`src/hw/rtl/multi_queue_mailbox_core_macros.svh`:
```
`ifndef MULTI_QUEUE_MAILBOX_CORE_MACROS_SVH
`define MULTI_QUEUE_MAILBOX_CORE_MACROS_SVH

// same-cycle implication, sampled on clock, off during reset
`define MQM_ASSERT_NOW(label, ante, cons) \
   label: assert property (@(posedge clock) disable iff (reset) (ante) |-> (cons)) \
      else $error("mailbox check failed");

// next-cycle implication, sampled on clock, off during reset
`define MQM_ASSERT_NEXT(label, ante, cons) \
   label: assert property (@(posedge clock) disable iff (reset) (ante) |=> (cons)) \
      else $error("mailbox check failed");

`endif

```
`src/hw/rtl/mqm_pkg.sv`:
```
package mqm_pkg;

   localparam int NUM_BOXES_DEF   = 32;
   localparam int QUEUE_DEPTH_DEF = 128;
   localparam int MSG_WIDTH_DEF   = 32;
   localparam int FIXED_BOXES     = 10;
   localparam int BROADCAST_BOX   = 9;

   localparam int ACTION_W = 3;
   localparam int BOX_IN_W = 5;
   localparam int SENDER_W = 8;
   localparam int MSG_IN_W = 32;
   localparam int PEND_W   = 8;
   localparam int DELIV_W  = 5;

   localparam logic [ACTION_W-1:0] ACT_POST     = 3'd0;
   localparam logic [ACTION_W-1:0] ACT_FETCH    = 3'd1;
   localparam logic [ACTION_W-1:0] ACT_BCAST    = 3'd2;
   localparam logic [ACTION_W-1:0] ACT_CLEAR    = 3'd3;
   localparam logic [ACTION_W-1:0] ACT_SET_PERM = 3'd4;
   localparam logic [ACTION_W-1:0] ACT_STATUS   = 3'd5;

   localparam int CSR_ADDR_W = 3;
   localparam int CSR_DATA_W = 32;
   localparam logic REG_LOCAL_SENDER = 1'b0;
   localparam logic [SENDER_W-1:0] LOCAL_SENDER_RST = 8'd1;

   localparam logic [DELIV_W-1:0] DELIV_MAX = '1;

   typedef struct packed {
      logic [ACTION_W-1:0] action;
      logic [BOX_IN_W-1:0] box;
      logic [SENDER_W-1:0] sender_id;
      logic [MSG_IN_W-1:0] message;
      logic                allow_flag;
   } mqm_req_type;

   typedef struct packed {
      logic                ok;
      logic [SENDER_W-1:0] sender_out;
      logic [MSG_IN_W-1:0] message_out;
      logic [PEND_W-1:0]   pending;
      logic                allowed_out;
      logic [DELIV_W-1:0]  delivered;
   } mqm_rsp_type;

endpackage

```
`src/hw/rtl/mqm_csr.sv`:
```
module mqm_csr (
   input  logic                            clock,
   input  logic                            reset,
   input  logic                            csr_psel,
   input  logic                            csr_penable,
   input  logic                            csr_pwrite,
   input  logic [mqm_pkg::CSR_ADDR_W-1:0]  csr_paddr,
   input  logic [mqm_pkg::CSR_DATA_W-1:0]  csr_pwdata,
   output logic [mqm_pkg::CSR_DATA_W-1:0]  csr_prdata,
   output logic                            csr_pready,
   output logic [mqm_pkg::SENDER_W-1:0]    local_sender
);
   import mqm_pkg::*;

   logic [SENDER_W-1:0] local_sender_ff;
   logic [SENDER_W-1:0] local_sender_in;
   logic                reg_sel;

   assign reg_sel = (csr_paddr[CSR_ADDR_W-1] == REG_LOCAL_SENDER);

   always_comb begin
      local_sender_in = local_sender_ff;
      if (csr_psel && csr_penable && csr_pwrite && reg_sel) begin
         local_sender_in = csr_pwdata[SENDER_W-1:0];
      end
   end

   always_ff @(posedge clock) begin
      if (reset) begin
         local_sender_ff <= LOCAL_SENDER_RST;
      end else begin
         local_sender_ff <= local_sender_in;
      end
   end

   assign csr_prdata   = (csr_psel && reg_sel) ? CSR_DATA_W'(local_sender_ff) : '0;
   assign csr_pready   = 1'b1;
   assign local_sender = local_sender_ff;

endmodule

```
`config.mk`:
```
export PLATFORM = sky130hd
export DESIGN_NAME = mqm_csr
export DESIGN_NICKNAME = d
export VERILOG_FILES = /design/src/hw/rtl/multi_queue_mailbox_core_macros.svh /design/src/hw/rtl/mqm_pkg.sv /design/src/hw/rtl/mqm_csr.sv
export SDC_FILE = /design/constraint.sdc
export NUM_CORES = 1
export LEC_CHECK = 0
export BUFFER_PORTS_ARGS = -buffer_cell sky130_fd_sc_hd__buf_2
export CAP_MARGIN = 10
export CORE_MARGIN = 2
export CORE_UTILIZATION = 30
export CTS_BUF_LIST = sky130_fd_sc_hd__clkbuf_2
export DETAILED_ROUTE_END_ITERATION = 16
export GPL_TIMING_DRIVEN = 0
export PLACE_DENSITY_LB_ADDON = 0.25
export SKIP_CTS_REPAIR_TIMING = 1
export SLEW_MARGIN = 10
export SYNTH_ARGS = -nofsm -noshare
export SYNTH_HDL_FRONTEND = slang
export SYNTH_SLANG_ARGS = --single-unit
```
`constraint.sdc`:
```
create_clock -name clock -period 2 [get_ports clock]
set_clock_uncertainty 0.15 [all_clocks]
set_input_delay 0.4 -clock clock [delete_from_list [all_inputs] [get_ports clock]]
set_output_delay 0.4 -clock clock [all_outputs]
set_load 0.05 [all_outputs]
```
### Word-level counts from Yosys, hierarchy flattened

Index checks and enable logic that the tools add are counted.
W data, S select, Z words.

| cells by class | value |
|---|---|
| add/sub/neg operators | 0 |
| multiply operators | 0 |
| div/mod/pow operators | 0 |
| $lt $le $gt $ge | 0 |
| equal/unequal tests | 0 |
| shift-type cells | 0 |
| mux-type cells | 1 |
| bitwise logic cells | 1 |
| reduce and logical (&&, ||, !) cells | 4 |

Operators with widths:

| operator | number |
|---|---|
| $mux W8 | 1 |
| $logic_and A1 B1 Y1 | 4 |
| $not A1 Y1 | 1 |

| word-level totals | value |
|---|---|
| flip-flop bits (word level) | 8 |
| bits in latches | 0 |
| bits in writable memories | 0 |
| bits in read-only memories | 0 |
| memories kept | 0 |

### Logic depth before layout (Yosys ltp)

Gate-level depths: netlist of run 1.

| depth | value |
|---|---|
| depth after elaboration | 3 |
| gate-level depth with buffers | 3 |
| gate-level depth less buffers | 2 |

### Worst setup path after synthesis of run 1

Ideal clock, no wire load.

| timing | value |
|---|---|
| path type | register -> output |
| from | register local_sender_ff[1], in the netlist local_sender[1] |
| to | output csr_prdata[1] in the netlist's numbering |
| data arrival time | 1.128 ns |
| required time | 1.450 ns |
| slack | 0.322 ns |
| stages on the path, launching flop included | 2 |
| buffers on the path | 0 |
| path through | dfxtp_1 and2_1 |

| on the way | value |
|---|---|
| word-level cells in the longest chain between the ends | 1 |

Ends and longest elaborated chain:

| element | line | source |
|---|---|---|
| from (decl) | mqm_csr.sv:15 | `logic [SENDER_W-1:0] local_sender_ff;` |
| from (signal assigned) | mqm_csr.sv:32 | `local_sender_ff <= local_sender_in;` |
| $mux W8 | mqm_csr.sv:36 | `assign csr_prdata = (csr_psel && reg_sel) ? CSR_DATA_W'(local_sender_ff) : '0;` |
| to (decl) | mqm_csr.sv:9 | `output logic [mqm_pkg::CSR_DATA_W-1:0] csr_prdata,` |

Every way passes these cells.

### Final worst setup path of run 1

| timing | value |
|---|---|
| from | input csr_paddr[2] in the netlist's numbering |
| to | output csr_prdata[1] in the netlist's numbering |

| on the way | value |
|---|---|
| word-level cells in the longest chain between the ends | 3 |

Ends and longest elaborated chain:

| element | line | source |
|---|---|---|
| from (decl) | mqm_csr.sv:7 | `input logic [mqm_pkg::CSR_ADDR_W-1:0] csr_paddr,` |
| $not A1 Y1 | mqm_csr.sv:19 | `assign reg_sel = (csr_paddr[CSR_ADDR_W-1] == REG_LOCAL_SENDER);` |
| $logic_and A1 B1 Y1 | mqm_csr.sv:36 |  |
| $mux W8 | mqm_csr.sv:36 |  |

Every way passes these cells.

==> report_table.html, run 1 <==
<table>
<tr><th>Metric</th><th>Value</th></tr>
<tr><th colspan="2">Finish</th></tr>
<tr><td>Count of fill cells added during filler insertion</td><td>214</td></tr>
<tr><td>Most common cell after layout, fill and taps aside</td><td>sky130_fd_sc_hd__buf_2</td></tr>
<tr><td>Share of layout cells above drive strength 1</td><td>46.8%</td></tr>
<tr><td>Core utilization of the finished layout</td><td>46.1%</td></tr>
<tr><td>NumNets Final</td><td>168</td></tr>
<tr><td>Commonest cells after routing, fill and taps aside</td><td>sky130_fd_sc_hd__buf_2, sky130_fd_sc_hd__buf_4, sky130_fd_sc_hd__conb_1, sky130_fd_sc_hd__nand2b_1</td></tr>
<tr><td>Synthesis-to-finish area growth</td><td>45.6%</td></tr>
<tr><td>Number of diodes added for antenna fixing</td><td>0</td></tr>
<tr><td>Number of flip-flops under the largest register name</td><td>8</td></tr>
<tr><th colspan="2">STA</th></tr>
<tr><td>Max Clock Freq</td><td>579 MHz</td></tr>
<tr><td>Hold_ws</td><td>0.260 ns</td></tr>
<tr><td>Final number of max-transition violations</td><td>0</td></tr>
<tr><td>RSZ-0062 raised after global routing</td><td>false</td></tr>
<tr><td>Setup TNS</td><td>0 ns</td></tr>
<tr><td>Final worst slack</td><td>0.272 ns</td></tr>
<tr><td>Hold Vio Cnt, Final</td><td>0</td></tr>
<tr><td>Final clock period utilization by the worst path</td><td>86.4%</td></tr>
<tr><td>Number of endpoints failing setup at the final stage</td><td>0</td></tr>
<tr><td>Time the final worst path needs with I/O delays and setup</td><td>1.73 ns</td></tr>
<tr><th colspan="2">Route</th></tr>
<tr><td>Average routed wire per standard cell</td><td>8.07 um</td></tr>
<tr><td>Routed vias</td><td>542</td></tr>
<tr><td>Number of violations reported at the end of detailed-routing iteration 0</td><td>5</td></tr>
<tr><td>Final Routed Wirelength</td><td>1240 um</td></tr>
<tr><td>Number of nets with antenna violations after routing</td><td>0</td></tr>
<tr><td>Iteration count of the initial detailed-routing pass</td><td>3</td></tr>
<tr><td>Remaining design rule violation count</td><td>0</td></tr>
<tr><td>Vias per std cell</td><td>3.54</td></tr>
<tr><th colspan="2">Worst setup path</th></tr>
<tr><td>Category of the most critical setup path</td><td>in -&gt; out</td></tr>
<tr><td>Launch point of the critical path</td><td>csr_paddr[2]</td></tr>
<tr><td>Nature of the critical path startpoint</td><td>input port</td></tr>
<tr><td>R2r startpoint</td><td>local_sender[2]$_SDFFE_PP0P_</td></tr>
<tr><td>Capturing element type of the critical path</td><td>output port</td></tr>
<tr><td>Worst endpoint required time</td><td>1.45 ns</td></tr>
<tr><td>Maximum fanout encountered on the critical timing path</td><td>8</td></tr>
<tr><td>R2r setup slk</td><td>1.24 ns</td></tr>
<tr><td>Data arrival time at the worst-slack endpoint</td><td>1.18 ns</td></tr>
<tr><th colspan="2">Global routing</th></tr>
<tr><td>Overall fraction of global-route tracks in use</td><td>10.0%</td></tr>
<tr><td>Pin count of the biggest net entering global routing</td><td>11</td></tr>
<tr><td>Number of global-route vias before repair</td><td>411</td></tr>
<tr><td>Initial antenna violation count</td><td>0</td></tr>
<tr><td>Wire length of the first global-routing pass</td><td>1820 um</td></tr>
<tr><td>Global route total overflow</td><td>0</td></tr>
<tr><th colspan="2">Die</th></tr>
<tr><td>Core Footprint</td><td>0.00194 sq mm</td></tr>
<tr><td>Vertical die dimension</td><td>49.3 um</td></tr>
<tr><td>Initial core utilization</td><td>31.6%</td></tr>
<tr><td>Chip Width</td><td>49.3 um</td></tr>
<tr><td>Number of placement rows</td><td>16</td></tr>
<tr><td>I/O pin count</td><td>81</td></tr>
<tr><td>Total die area</td><td>0.00243 sq mm</td></tr>
<tr><th colspan="2">Logic synthesis</th></tr>
<tr><td>Share of the synthesized area in the top cell type</td><td>30.5%</td></tr>
<tr><td>Post-synthesis average cell area</td><td>8.65 sq um</td></tr>
<tr><td>Cell area after technology mapping</td><td>614 sq um</td></tr>
<tr><td>Count of state elements after synthesis</td><td>8</td></tr>
<tr><td>Biggest area consumer among synthesized cells</td><td>sky130_fd_sc_hd__buf_4</td></tr>
<tr><td>Post-Synthesis Cells</td><td>71</td></tr>
<tr><td>Yosys warning count</td><td>0</td></tr>
<tr><td>Top cells by area in the synthesized netlist</td><td>sky130_fd_sc_hd__buf_4, sky130_fd_sc_hd__dfxtp_1, sky130_fd_sc_hd__nand2b_1</td></tr>
<tr><td>Cell variety after synth</td><td>11</td></tr>
<tr><td>Share of the yosys chip area belonging to registers</td><td>26.1%</td></tr>
<tr><th colspan="2">Clocking</th></tr>
<tr><td>Maximum level of the CTS H-tree</td><td>1</td></tr>
<tr><td>Cell at the root of the clock tree</td><td>sky130_fd_sc_hd__clkbuf_2</td></tr>
<tr><td>Clk slew on worst S/H paths</td><td>0.09 ns</td></tr>
<tr><td>Clock insertion delay at the later pin of the skew report</td><td>0.24 ns</td></tr>
<tr><td>Maximum buffer depth of the clock tree</td><td>2</td></tr>
<tr><td>CTS tree</td><td>built</td></tr>
<tr><td>Sinks on the clock net</td><td>8</td></tr>
<tr><td>Number of CTS-inserted buffers</td><td>3</td></tr>
<tr><th colspan="2">Min path</th></tr>
<tr><td>Min-Delay Path Class</td><td>in -&gt; reg</td></tr>
<tr><td>Critical hold path startpoint</td><td>csr_pwdata[4]</td></tr>
<tr><th colspan="2">Power and ir drop</th></tr>
<tr><td>Power per standard cell area</td><td>524 mW/mm^2</td></tr>
<tr><td>Peak supply drop</td><td>0.000257 V</td></tr>
<tr><td>Leakage Power</td><td>0.000518 uW</td></tr>
<tr><th colspan="2">Status</th></tr>
<tr><td>Outcome</td><td>finished clean</td></tr>
<tr><th colspan="2">Placement</th></tr>
<tr><td>Final estimated routing congestion in global placement</td><td>0.601</td></tr>
<tr><td>Input/output buffers</td><td>29</td></tr>
<tr><td>Half-perimeter wire length of the detailed placement result</td><td>984 um</td></tr>
<tr><td>Worst slack after detailed placement</td><td>0.252 ns</td></tr>
<tr><th colspan="2">Flow run</th></tr>
<tr><td>Max capacitance violation total</td><td>0</td></tr>
</table>
==> cells in the mapped netlist (all sizes together) <==
library cell	number
and2	8
conb	2
nand2b	14
dfxtp	8
nor2	2
buf	26
clkbuf	1
and4b	1
mux2i	8
and2b	1
==> critical path, stage by stage <==
cell                      delay [ns]
sky130_fd_sc_hd__buf_2          0.10
sky130_fd_sc_hd__and2b_2        0.28
sky130_fd_sc_hd__and2_1         0.14
sky130_fd_sc_hd__buf_2          0.25
==> kinds of logic (layout without fill, tap and decap cells) <==
kind of cell | count (synthesis) | count (layout) | synth area share (%)
muxes | 8 | 8 | 13.0
buffers and inverters | 27 | 59 | 33.0
other | 2 | 25 | 1.22
and+or+nand+nor | 26 | 26 | 26.7
DFF | 8 | 8 | 26.1
==> cell type report <==
class | count | area, sq um | area share [%]
timing repair buffer | 29 | 145 | 16.2
sequential | 8 | 160 | 17.9
tap | 27 | 33.8 | 3.78
buffer | 27 | 203 | 22.7
multi-input combinational | 59 | 338 | 37.8
clock buffer | 3 | 15.0 | 1.68
==> where the power goes <==
part / leakage [uW] / total [uW] / switching, uW / internal, uW
clock network: 0.0000125 / 99.5 / 58.5 / 40.9
registers: 0.0000648 / 165 / 2.26 / 163
logic: 0.000441 / 204 / 145 / 58.8
total: 0.000518 / 468 / 206 / 262
==> worst paths after layout <==
path                             endpoint  cells past startpoint
max reg2reg  local_sender[2]$_SDFFE_PP0P_                      2
min          local_sender[4]$_SDFFE_PP0P_                      3
min reg2reg  local_sender[5]$_SDFFE_PP0P_                      2
max                         csr_prdata[1]                      4
==> routing by layer <==
layer / up-vias / GRT usage, % / wire, um
li1: 280 / - / -
met5: - / 0 / 0
met1: 227 / 12.3 / 517
met2: 33 / 14.9 / 582
met4: 0 / 7.14 / 16
met3: 2 / 2.76 / 118
==> metrics by stage <==
| stage | area [sq um] | total power (uW) | std cells |
|---|---|---|---|
| final | 895 | 468 | 153 |
| after global placement | 880 | 370 | 150 |
| after global routing | 895 | 498 | 153 |
| after CTS | 895 | 476 | 153 |
| after detailed placement | 880 | 371 | 150 |
| after floorplan | 701 | 348 | 94 |
No activity file was read; power rests on OpenSTA's default activity.
==> run 2: changes to the inputs <==
--- a/config.mk
+++ b/config.mk
@@ -5,6 +5,7 @@
 export SDC_FILE = /design/constraint.sdc
 export NUM_CORES = 1
 export LEC_CHECK = 0
+export ABC_AREA = 1
 export BUFFER_PORTS_ARGS = -buffer_cell sky130_fd_sc_hd__buf_2
 export CAP_MARGIN = 10
 export CORE_MARGIN = 2
==> report_table.html, run 2 <==
<table>
<tr><th>Metric</th><th>Value</th></tr>
<tr><th colspan="2">Logic synthesis</th></tr>
<tr><td>Share of synthesized registers carrying an async set or reset</td><td>0% (unchanged)</td></tr>
<tr><td>Post-synthesis average cell area</td><td>6.71 sq um (-22%)</td></tr>
<tr><td>Yosys warning count</td><td>0 (unchanged)</td></tr>
<tr><td>Most frequently used cell type in the post-synthesis netlist</td><td>sky130_fd_sc_hd__buf_4</td></tr>
<tr><td>Cell variety after synth</td><td>14 (+3)</td></tr>
<tr><td>Top cells by area in the synthesized netlist</td><td>sky130_fd_sc_hd__buf_4, sky130_fd_sc_hd__dfxtp_1, sky130_fd_sc_hd__inv_1</td></tr>
<tr><td>Share of the yosys chip area belonging to registers</td><td>24.6% (-1.5 points)</td></tr>
<tr><td>Leading cell types by count after synthesis</td><td>sky130_fd_sc_hd__buf_4, sky130_fd_sc_hd__inv_1, sky130_fd_sc_hd__nor2_1</td></tr>
<tr><td>Biggest area consumer among synthesized cells</td><td>sky130_fd_sc_hd__buf_4</td></tr>
<tr><td>Cell area after technology mapping</td><td>651 sq um (+5.9%)</td></tr>
<tr><td>Predominant post-synthesis flop cell</td><td>sky130_fd_sc_hd__dfxtp_1</td></tr>
<tr><td>Post-Synthesis Cells</td><td>97 (+37%)</td></tr>
<tr><td>Share of the synthesized area in the top cell type</td><td>28.8% (-1.7 points)</td></tr>
<tr><td>Count of flip-flops with a built-in enable after synthesis</td><td>0 (unchanged)</td></tr>
<tr><td>Count of state elements after synthesis</td><td>8 (unchanged)</td></tr>
<tr><th colspan="2">Finish</th></tr>
<tr><td>Post-route design area</td><td>931 sq um (+4.1%)</td></tr>
<tr><td>Most common cell after layout, fill and taps aside</td><td>sky130_fd_sc_hd__buf_2</td></tr>
<tr><td>Count of fill cells added during filler insertion</td><td>236 (+10%)</td></tr>
<tr><td>Area taken by multi-input logic gates</td><td>318 sq um (-5.9%)</td></tr>
<tr><td>NumNets Final</td><td>194 (+15%)</td></tr>
<tr><td>Commonest cells after routing, fill and taps aside</td><td>sky130_fd_sc_hd__buf_2, sky130_fd_sc_hd__buf_4, sky130_fd_sc_hd__conb_1, sky130_fd_sc_hd__inv_1, sky130_fd_sc_hd__nor2_1</td></tr>
<tr><td>Number of diodes added for antenna fixing</td><td>0 (unchanged)</td></tr>
<tr><td>Synthesis-to-finish area growth</td><td>43.1%</td></tr>
<tr><td>Number of flip-flops under the largest register name</td><td>8 (unchanged)</td></tr>
<tr><td>Share of layout cells above drive strength 1</td><td>45.4% (-1.4 points)</td></tr>
<tr><td>Core utilization of the finished layout</td><td>46.5% (+0.43 points)</td></tr>
<tr><td>Seq. cell area</td><td>160 sq um (unchanged)</td></tr>
<tr><th colspan="2">Global routing</th></tr>
<tr><td>Number of global-route vias before repair</td><td>458 (+11%)</td></tr>
<tr><td>Met1 demand-to-capacity share in global routing</td><td>11.9% (-0.42 points)</td></tr>
<tr><td>Wire length of the first global-routing pass</td><td>1950 um (+6.8%)</td></tr>
<tr><td>Global-route layer with the greatest usage</td><td>met2</td></tr>
<tr><td>Met3 track demand over resource</td><td>5.65% (+2.9 points)</td></tr>
<tr><td>Overall fraction of global-route tracks in use</td><td>10.4% (+0.35 points)</td></tr>
<tr><td>Global route total overflow</td><td>0 (unchanged)</td></tr>
<tr><td>Routing usage on met2</td><td>16.0% (+1.1 points)</td></tr>
<tr><td>Initial antenna violation count</td><td>0 (unchanged)</td></tr>
<tr><td>Pin count of the biggest net entering global routing</td><td>11 (unchanged)</td></tr>
<tr><th colspan="2">Clocking</th></tr>
<tr><td>Number of CTS-inserted buffers</td><td>3 (unchanged)</td></tr>
<tr><td>Maximum level of the CTS H-tree</td><td>1 (unchanged)</td></tr>
<tr><td>Sinks on the clock net</td><td>8 (unchanged)</td></tr>
<tr><td>Clock insertion delay at the later pin of the skew report</td><td>0.23 ns (about the same)</td></tr>
<tr><td>Maximum buffer depth of the clock tree</td><td>2 (unchanged)</td></tr>
<tr><td>CTS tree</td><td>built</td></tr>
<tr><td>Cell at the root of the clock tree</td><td>sky130_fd_sc_hd__clkbuf_2</td></tr>
<tr><td>Clk slew on worst S/H paths</td><td>0.08 ns (about the same)</td></tr>
<tr><th colspan="2">Flow run</th></tr>
<tr><td>Max capacitance violation total</td><td>0 (unchanged)</td></tr>
<tr><th colspan="2">Die</th></tr>
<tr><td>Number of placement rows</td><td>16 (unchanged)</td></tr>
<tr><td>Total die area</td><td>0.00256 sq mm (+5.4%)</td></tr>
<tr><td>Chip Width</td><td>50.6 um (+2.7%)</td></tr>
<tr><td>Vertical die dimension</td><td>50.6 um (+2.7%)</td></tr>
<tr><td>Core Footprint</td><td>0.00200 sq mm (+3.1%)</td></tr>
<tr><td>Initial core utilization</td><td>32.5% (+0.86 points)</td></tr>
<tr><td>I/O pin count</td><td>81 (unchanged)</td></tr>
<tr><th colspan="2">Power and ir drop</th></tr>
<tr><td>Power per standard cell area</td><td>535 mW/mm^2 (+2.1%)</td></tr>
<tr><td>Leakage Power</td><td>0.000602 uW (+16%)</td></tr>
<tr><td>Peak supply drop</td><td>0.000234 V (-8.7%)</td></tr>
<tr><th colspan="2">STA</th></tr>
<tr><td>Final clock period utilization by the worst path</td><td>80.4% (-6.0 points)</td></tr>
<tr><td>Final number of max-transition violations</td><td>0 (unchanged)</td></tr>
<tr><td>Hold Vio Cnt, Final</td><td>0 (unchanged)</td></tr>
<tr><td>Number of endpoints failing setup at the final stage</td><td>0 (unchanged)</td></tr>
<tr><td>Max Clock Freq</td><td>622 MHz (+7.5%)</td></tr>
<tr><td>Setup TNS</td><td>0 ns (unchanged)</td></tr>
<tr><td>Time the final worst path needs with I/O delays and setup</td><td>1.61 ns (-0.121 ns)</td></tr>
<tr><td>RSZ-0062 raised after global routing</td><td>false</td></tr>
<tr><th colspan="2">Route</th></tr>
<tr><td>Number of violations reported at the end of detailed-routing iteration 0</td><td>3 (-2)</td></tr>
<tr><td>Number of nets with antenna violations after routing</td><td>0 (unchanged)</td></tr>
<tr><td>Average routed wire per standard cell</td><td>7.35 um (-9.0%)</td></tr>
<tr><td>Vias per std cell</td><td>3.40 (-4.0%)</td></tr>
<tr><td>Iteration count of the initial detailed-routing pass</td><td>4 (+1)</td></tr>
<tr><td>Final Routed Wirelength</td><td>1320 um (+6.5%)</td></tr>
<tr><td>Routed vias</td><td>609 (+12%)</td></tr>
<tr><td>Remaining design rule violation count</td><td>0 (unchanged)</td></tr>
<tr><th colspan="2">Worst setup path</th></tr>
<tr><td>Worst endpoint required time</td><td>1.45 ns (about the same)</td></tr>
<tr><td>Nature of the critical path startpoint</td><td>input port</td></tr>
<tr><td>Maximum fanout encountered on the critical timing path</td><td>10 (+2)</td></tr>
<tr><td>Capturing element type of the critical path</td><td>output port</td></tr>
<tr><td>Category of the most critical setup path</td><td>in -&gt; out</td></tr>
<tr><td>Data arrival time at the worst-slack endpoint</td><td>1.06 ns (-0.12 ns)</td></tr>
<tr><th colspan="2">Min path</th></tr>
<tr><td>Min-Delay Path Class</td><td>in -&gt; reg</td></tr>
<tr><th colspan="2">Status</th></tr>
<tr><td>Outcome</td><td>finished clean</td></tr>
<tr><th colspan="2">Placement</th></tr>
<tr><td>Input/output buffers</td><td>29 (unchanged)</td></tr>
<tr><td>Final estimated routing congestion in global placement</td><td>0.644 (+7.1%)</td></tr>
<tr><td>Half-perimeter wire length of the detailed placement result</td><td>1070 um (+8.8%)</td></tr>
<tr><td>Placed cell areas</td><td>916 sq um (+4.1%)</td></tr>
</table>
==> run 2: cell families after synthesis <==
logic type      synth area share, %
simple gates                   33.7
buf+inv                        39.8
flops                          24.6
other cells                    1.15
compound gates                0.768
==> run 2: final timing paths <==
path	start	to	slack, ns	cells past startpoint
hold reg to reg	local_sender[0]$_SDFFE_PP1P_	local_sender[0]$_SDFFE_PP1P_	0.35	2
setup / recovery	csr_paddr[2]	csr_prdata[6]	0.39	5
setup reg to reg	local_sender[0]$_SDFFE_PP1P_	local_sender[0]$_SDFFE_PP1P_	1.26	2
hold / removal	csr_pwdata[0]	local_sender[0]$_SDFFE_PP1P_	0.23	3
==> run 2: per-layer routing <==
layer / wire length [um] / vias to the layer above
met5: 0 / -
met4: 0 / 0
met3: 142 / 0
met2: 607 / 31
met1: 565 / 235
li1: - / 343
==> run 2: area by class of cell <==
class	instances	area share [%]
plain buffers	25	20.2
inverters	19	7.66
multi-input cells	68	34.1
clock buffers	3	1.61
repair buffers	29	15.6
well taps	27	3.63
flip-flops and latches	8	17.2
==> run 2: through the flow <==
step	cells	total power, uW	setup slack, ns	hold WS, ns
after floorplan	120	376	0.0555	0.376
after global placement	176	403	0.381	0.327
after detailed placement	176	404	0.379	0.337
after CTS	179	500	0.378	0.227
after global routing	179	521	0.325	0.218
final	179	498	0.392	0.232
==> run 2: critical path, stage by stage <==
cell	delay, ns
sky130_fd_sc_hd__buf_2	0.12
sky130_fd_sc_hd__inv_2	0.06
sky130_fd_sc_hd__nand2_4	0.10
sky130_fd_sc_hd__nor2_1	0.10
sky130_fd_sc_hd__buf_2	0.26
==> run 2: power breakdown <==
part | internal, uW | switching, uW | total [uW]
Combinational | 61.1 | 171 | 232
Sequential | 165 | 4.62 | 169
Clock | 40.9 | 54.8 | 95.8
Total | 267 | 231 | 498
